File: config.mk
export PLATFORM = sky130hd
export DESIGN_NAME = sprite_row_planar_decode
export DESIGN_NICKNAME = d
export VERILOG_FILES = /design/src/design/srpd_pkg.sv /design/src/design/srpd_pixel_sel.sv /design/src/design/srpd_out_reg.sv /design/src/design/sprite_row_planar_decode.sv
export VERILOG_INCLUDE_DIRS = /design/src /design/src/design
export SDC_FILE = /design/constraint.sdc
export NUM_CORES = 1
export LEC_CHECK = 0
export ABC_AREA = 1
export BUFFER_PORTS_ARGS = -buffer_cell sky130_fd_sc_hd__buf_2
export CAP_MARGIN = 20
export CORE_MARGIN = 2
export CORE_UTILIZATION = 35
export DETAILED_ROUTE_END_ITERATION = 6
export GPL_TIMING_DRIVEN = 0
export MAX_ROUTING_LAYER = met4
export SETUP_SLACK_MARGIN = 0.5
export SLEW_MARGIN = 20
export SYNTH_ARGS = -nofsm -noshare
export SYNTH_HDL_FRONTEND = slang
export SYNTH_HIERARCHICAL = 1
export SYNTH_SLANG_ARGS = --single-unit
File: constraint.sdc
create_clock -name clock -period 4.9 [get_ports clock]
set_input_delay 0.49 -clock clock [delete_from_list [all_inputs] [get_ports clock]]
set_output_delay 0.49 -clock clock [all_outputs]
set_load 0.03 [all_outputs]
File: src/design/assert_macros.svh
// ----------------------------------------------------------------------------
// assert_macros.svh
// assertion helpers used by sprite_row_planar_decode
// ----------------------------------------------------------------------------
`ifndef ASSERT_MACROS_SVH
`define ASSERT_MACROS_SVH

`ifndef SYNTH

// same-cycle implication, checked while out of reset
`define ASSERT_IMPLIES(label, clk, rst, cond, expr) \
   label: assert property (@(posedge clk) disable iff (rst) (cond) |-> (expr)) \
      else $error("assertion failed");

// next-cycle implication, checked while out of reset
`define ASSERT_NEXT(label, clk, rst, cond, expr) \
   label: assert property (@(posedge clk) disable iff (rst) (cond) |=> (expr)) \
      else $error("assertion failed");

`else

`define ASSERT_IMPLIES(label, clk, rst, cond, expr)
`define ASSERT_NEXT(label, clk, rst, cond, expr)

`endif

`endif

File: src/design/srpd_pkg.sv
// ----------------------------------------------------------------------------
// srpd_pkg
// types and constants for the planar sprite row decoder
// ----------------------------------------------------------------------------
`timescale 1ns / 1ps

package srpd_pkg;

   localparam int PLANES      = 4;
   localparam int PLANE_W     = 16;
   localparam int PAL_W       = 4;
   localparam int OFFSET_W    = 4;
   localparam int COLOR_W     = 8;
   localparam int REQ_DATA_W  = 64;
   localparam int REQ_USER_W  = 6;
   localparam int RSP_DATA_W  = 16;
   localparam int RSP_USER_W  = 2;

   localparam logic [OFFSET_W-1:0] LAST_OFFSET = 4'hF;

   typedef logic [PLANE_W-1:0] plane_type;

   // one buffered sprite row
   typedef struct packed {
      plane_type [PLANES-1:0] plane;
      logic [PAL_W-1:0]       palette_number;
      logic                   mirror;
      logic                   in_front;
   } row_type;

   // one decoded pixel
   typedef struct packed {
      logic [OFFSET_W-1:0] pixel_offset;
      logic [COLOR_W-1:0]  color_index;
      logic                opaque;
      logic                front_mark;
      logic                last_pixel;
   } pixel_type;

endpackage

File: src/design/srpd_pixel_sel.sv
// ----------------------------------------------------------------------------
// srpd_pixel_sel
// picks one pixel column out of the four bit planes and forms its result
// ----------------------------------------------------------------------------
`timescale 1ns / 1ps

module srpd_pixel_sel (
   input  srpd_pkg::row_type                     row,
   input  logic [srpd_pkg::OFFSET_W-1:0]         offset,
   output srpd_pkg::pixel_type                   pixel
);
   import srpd_pkg::*;

   logic [OFFSET_W-1:0] bit_sel;
   logic [PLANES-1:0]   value;

   // unflipped rows read from the msb side
   assign bit_sel = row.mirror ? offset : ~offset;

   always_comb begin
      for (int k = 0; k < PLANES; k++) begin
         value[k] = row.plane[k][bit_sel];
      end
   end

   always_comb begin
      pixel.pixel_offset = offset;
      pixel.color_index  = {row.palette_number, value};
      pixel.opaque       = |value;
      pixel.front_mark   = row.in_front & (|value);
      pixel.last_pixel   = (offset == LAST_OFFSET);
   end

endmodule

File: src/design/srpd_out_reg.sv
// ----------------------------------------------------------------------------
// srpd_out_reg
// result register between the pixel select and the result channel
// ----------------------------------------------------------------------------
`timescale 1ns / 1ps

module srpd_out_reg (
   input  logic                 clock,
   input  logic                 reset,
   input  logic                 in_valid,
   output logic                 in_ready,
   input  srpd_pkg::pixel_type  in_pixel,
   output logic                 out_valid,
   input  logic                 out_ready,
   output srpd_pkg::pixel_type  out_pixel
);
   import srpd_pkg::*;

   logic      valid_ff, valid_in;
   pixel_type pixel_ff, pixel_in;

   assign in_ready = !valid_ff || out_ready;

   always_comb begin
      valid_in = valid_ff;
      pixel_in = pixel_ff;
      if (in_ready) begin
         valid_in = in_valid;
         pixel_in = in_pixel;
      end
   end

   always_ff @(posedge clock) begin
      if (reset) begin
         valid_ff <= 1'b0;
      end else begin
         valid_ff <= valid_in;
      end
   end

   always_ff @(posedge clock) begin
      pixel_ff <= pixel_in;
   end

   assign out_valid = valid_ff;
   assign out_pixel = pixel_ff;

endmodule

File: src/design/sprite_row_planar_decode.sv
// ----------------------------------------------------------------------------
// sprite_row_planar_decode
// planar to chunky decode of one 16-pixel, 4 bits per pixel sprite row
// ----------------------------------------------------------------------------
// channel  dir  tdata                              tuser                  tlast
// req      in   plane_zero..plane_three (64 bits)  palette,mirror,front   -
// rsp      out  pixel_offset, color_index          opaque, front_mark     last_pixel
//
// each row transfer yields sixteen pixel transfers, one per cycle when rsp is
// ready; the pixel counter sets that the next row is taken in the cycle its
// predecessor's last pixel moves on
// reset is synchronous, active high, and clears the row and result valid flags
// a stall on rsp freezes the pixel counter; nothing is dropped or repeated
// ----------------------------------------------------------------------------
`timescale 1ns / 1ps
`include "assert_macros.svh"

module sprite_row_planar_decode (
   input  logic                              clock,
   input  logic                              reset,
   input  logic                              req_tvalid,
   output logic                              req_tready,
   // plane_zero[15:0], plane_one[31:16], plane_two[47:32], plane_three[63:48]
   input  logic [srpd_pkg::REQ_DATA_W-1:0]   req_tdata,
   // palette_number[3:0], mirror[4], in_front[5]
   input  logic [srpd_pkg::REQ_USER_W-1:0]   req_tuser,
   output logic                              rsp_tvalid,
   input  logic                              rsp_tready,
   // pixel_offset[3:0], color_index[11:4], zero fill[15:12]
   output logic [srpd_pkg::RSP_DATA_W-1:0]   rsp_tdata,
   // opaque[0], front_mark[1]
   output logic [srpd_pkg::RSP_USER_W-1:0]   rsp_tuser,
   output logic                              rsp_tlast
);
   import srpd_pkg::*;

   // row buffer and pixel counter
   logic                row_valid_ff, row_valid_in;
   row_type             row_ff, row_in;
   logic [OFFSET_W-1:0] count_ff, count_in;

   logic      pix_ready;
   logic      advance;
   logic      row_done;
   logic      req_xfer;
   logic      rsp_at_last;
   pixel_type pixel;
   pixel_type rsp_pixel;

   // a pixel moves into the result register
   assign advance  = row_valid_ff && pix_ready;
   assign row_done = advance && (count_ff == LAST_OFFSET);

   // take a new row when empty or while the last pixel leaves
   assign req_tready = !row_valid_ff || row_done;
   assign req_xfer   = req_tvalid && req_tready;

   always_comb begin
      row_valid_in = row_valid_ff;
      row_in       = row_ff;
      count_in     = count_ff;
      if (advance) begin
         count_in = count_ff + 1'b1;
      end
      if (row_done) begin
         row_valid_in = 1'b0;
      end
      if (req_xfer) begin
         row_valid_in        = 1'b1;
         count_in            = '0;
         row_in.plane[0]     = req_tdata[PLANE_W-1:0];
         row_in.plane[1]     = req_tdata[2*PLANE_W-1:PLANE_W];
         row_in.plane[2]     = req_tdata[3*PLANE_W-1:2*PLANE_W];
         row_in.plane[3]     = req_tdata[4*PLANE_W-1:3*PLANE_W];
         row_in.palette_number = req_tuser[PAL_W-1:0];
         row_in.mirror       = req_tuser[PAL_W];
         row_in.in_front     = req_tuser[PAL_W+1];
      end
   end

   always_ff @(posedge clock) begin
      if (reset) begin
         row_valid_ff <= 1'b0;
         count_ff     <= '0;
      end else begin
         row_valid_ff <= row_valid_in;
         count_ff     <= count_in;
      end
   end

   // row payload needs no reset
   always_ff @(posedge clock) begin
      row_ff <= row_in;
   end

   srpd_pixel_sel u_pixel_sel (
      .row    (row_ff),
      .offset (count_ff),
      .pixel  (pixel)
   );

   srpd_out_reg u_out_reg (
      .clock     (clock),
      .reset     (reset),
      .in_valid  (row_valid_ff),
      .in_ready  (pix_ready),
      .in_pixel  (pixel),
      .out_valid (rsp_tvalid),
      .out_ready (rsp_tready),
      .out_pixel (rsp_pixel)
   );

   // pack the result transfer
   assign rsp_tdata = {{(RSP_DATA_W-OFFSET_W-COLOR_W){1'b0}},
                       rsp_pixel.color_index, rsp_pixel.pixel_offset};
   assign rsp_tuser = {rsp_pixel.front_mark, rsp_pixel.opaque};
   assign rsp_tlast = rsp_pixel.last_pixel;

   assign rsp_at_last = (rsp_pixel.pixel_offset == LAST_OFFSET);

   // a new row always starts at the leftmost pixel
   `ASSERT_NEXT(a_row_starts_at_zero, clock, reset, req_xfer, row_valid_ff && count_ff == '0)

   // no new row while one is partly sent, until its last pixel leaves
   `ASSERT_IMPLIES(a_no_take_mid_row, clock, reset, row_valid_ff && !row_done, !req_tready)

   // tlast marks exactly the final offset
   `ASSERT_IMPLIES(a_last_matches_offset, clock, reset, rsp_tvalid, rsp_tlast == rsp_at_last)

endmodule
==> implementation parameters <==
Parameter                              Value

Pwr
  Internal portion of total power ... 1.371 mW
  Clock group share of total power ... 36.9%
  Total power per unit cell area ... 365.8 mW/mm2
  Relative contribution of combinational cells to total power ... 11.7%
  P_sw ... around 420 uW
  Overall power ... 1.788 mW
  Switching share of total power ... 23.29%
  Largest voltage drop on the vdd net ... 0.1430 mV
  Fraction of power consumed by sequential logic ... approximately half
  Leakage power ... roughly 2.3 nW

Timing
  Max-slew violations ... 0
  Minimum clock period after layout ... 2.046 ns
  Hold slack ... 0.3221 ns
  Setup_tns ... 0 ns
  RSZ-0062 raised after global routing ... false
  Maximum achievable frequency ... 488.9 MHz
  Final Skew ... 0.005780 ns
  Worst Max-Slew Pin Slew ... roughly 0.53 ns
  Worst-case headroom to the max-slew limit ... 64.85%
  Endpoints failing hold ... 0
  Share of the clock period used by the worst path after layout ... 41.75%
  Total of endpoints with negative setup slack in the final report ... 0

Cells and area
  Fraction of final layout cells with drive strength greater than 1 ... a little under a third
  Synth-to-layout area growth ... 23.96%
  Number of nets in the final layout ... 537
  Number of inserted diodes ... 0
  Leading cell types in the layout, fill and taps excluded ... buf_2 (92), edfxtp_1 (85), inv_1 (76), nand2_1 (69), nand3_1 (65)
  Cell area after layout ... 0.004887 mm2
  Number of fillers in the final layout ... 1,042
  Cell Count, Final, Fillers Out ... 607
  Most common cell after layout, fill and taps aside ... buf_2

GRT
  Global-route wire length before repair ... ~12 mm
  Total gr overflow ... 0
  Via count of the first global-routing pass ... 2,469
  Largest net degree at the start of global routing ... 46
  Antenna violations before repair ... 0
  GRT Total Usage ... a little over an eighth

CTS
  Post-cts resize count ... 0
  Clock latency of the later-clocked register in the worst-skew pair ... 0.34 ns
  TritonCTS buffer count ... 9
  Number of buffers on the longest clock path ... 2
  Clock transition at the registers of the reported paths ... 0.06 ns
  Quantity of hold-fixing buffers added after cts ... 0
  Root buf cell ... clkbuf_16
  Clock tree from TritonCTS ... yes
  Number of post-CTS setup repair buffers ... 0
  H-Tree Depth ... 3
  CTS sink count ... around 90

Logic synthesis
  Yosys warning total ... 6
  Post-synthesis cell type with the largest combined area ... edfxtp_1
  Cells taking the most area after synthesis ... edfxtp_1 (65%), nand3_1 (8.3%), inv_1 (7.3%)
  Register bit total from synthesis ... 91
  Post-synth top area share ... 64.74%
  Netlist Area Pre-Place ... 0.003943 mm2
  Post-Syn Instances ... 357
  Avg Inst Size Synth ... 11.04 um2
  Number of different library cells in the post-synthesis netlist ... 25
  Sequential share of the synthesized area ... slightly below 70%

Detailed routing
  Overall routed net length ... 7.466 mm
  Number of design rule violations left after detail routing ... 0
  Per-cell via count in the routed design ... 4.265
  DRT Pass-1 Iters ... 4
  Iter 0 DRT Violations ... 69
  Final ANT Viol Nets ... 0
  Total via count after detailed routing ... 2,589
  Wirelength per Cell ... approximately 12 um

Worst setup path
  Crit Path Class ... reg -> out
  Data arrival at the endpoint of the critical path ... 1.56 ns
  Nature of the critical path endpoint ... primary output
  Element type at the critical path start ... flop
  Highest fanout seen on the critical path ... 19
  Endpoint required time on the critical path ... 4.41 ns
  Number of cells traversed by the worst register-to-register path ... 8

Floorplanning
  Row count ... 38
  Floorplan die area ... 0.01213 mm2
  Die Y ... 110.1 um
  Area of the placeable core ... roughly 0.011 mm2
  Initial Utilization ... a little over a third
  Chip width ... 110.1 um
  Number of top-level design ports ... 95

Placed design
  Placed Instances ... about 590
  Final weighted congestion of routability-driven global placement ... 0.7204
  Number of input and output port buffers inserted ... 90
  Placed cell areas ... between 0.004 and 0.005 mm2
  Post-detailed-placement half-perimeter wirelength ... 5.390 mm

Run
  Maxcap violations ... 0

Run status
  Status ... completed

Worst hold path
  Hold/Removal Path Class ... in -> reg
  Number of cells traversed by the worst hold path ... 1
## power by group through the flow
stage	Clock, mW	Combinational (mW)	Sequential (mW)
2_1_floorplan	0	0.112	0.959
3_3_place_gp	0	0.207	0.937
3_5_place_dp	0	0.212	0.935
4_1_cts	0.686	0.213	0.919
5_1_grt	0.715	0.236	0.922
6_report	0.660	0.210	0.918
## registers in the layout (all words and copies together) (netlist names)
name                 flops
row_ff                  70
row_valid_ff             1
u_out_reg/out_valid      1
u_out_reg/out_pixel     15
count_ff                 4
## synthesized netlist by cell type
cell type / count
nand3_1: 65
nor2_2: 1
buf_2: 2
nand4_1: 1
o21bai_4: 1
buf_4: 16
a21oi_1: 2
dfxtp_1: 6
inv_2: 3
conb_1: 1
nor3_1: 1
nand2_4: 2
xor2_2: 1
inv_1: 77
buf_6: 2
nand2_1: 69
a21oi_2: 1
nor2_1: 6
nand2_2: 9
xnor2_1: 1
xor2_1: 2
edfxtp_1: 85
ha_1: 1
nand3_2: 1
nand3b_1: 1
## critical path, stage by stage (launching register included)
cell	delay (ns)
dfxtp_1	0.31
nand2_2	0.34
nand3_2	0.18
o21bai_4	0.17
buf_2	0.22
## worst paths after layout
path / start / end / slack [ns]
setup / recovery: u_out_reg/out_valid / req_tready / 2.85
hold / removal: req_tdata[30] / row_ff[36] / 0.32
setup reg to reg: row_ff[1] / u_out_reg/out_pixel[1] / 2.86
hold reg to reg: row_ff[3] / u_out_reg/out_pixel[8] / 0.51
## final cells by class
type                       count  area (um2)  share of cell area [%]
clock buffer                  10       229.0                   4.685
buffer                        20       152.6                   3.123
clock inverter                 6       56.30                   1.152
timing repair buffer          91       470.5                   9.626
multi-input combinational    169       828.3                   16.95
sequential                    91        2673                   54.69
tap                          140       175.2                   3.584
inverter                      80       302.8                   6.196
## metal layers
metal  GRT usage [%]  routed length (um)  vias up
met5               -                   0        -
met4           5.893                 124        0
met3           3.939                 468       14
met2           20.46                3389       79
met1           17.08                3484     1147
li1                -                   -     1349
## logic make-up after synthesis
kind of cell / share of synthesized area, %
buffers and inverters: 11.49
other: 0.09512
DFF: 67.79
AOI/OAI and AO/OA: 0.9522
xor gates and xnor gates: 1.079
and+or+nand+nor: 18.28
adders and majority gates: 0.3173
## stage by stage
step	setup WS (ns)	utilization, %
CTS	2.804	44.69
finish	2.854	44.69
floorplan	1.788	-
global placement	1.168	41.88
global route	2.658	44.69
detailed placement	2.545	42.08
Note: power is estimated with default switching activity, not from simulation.
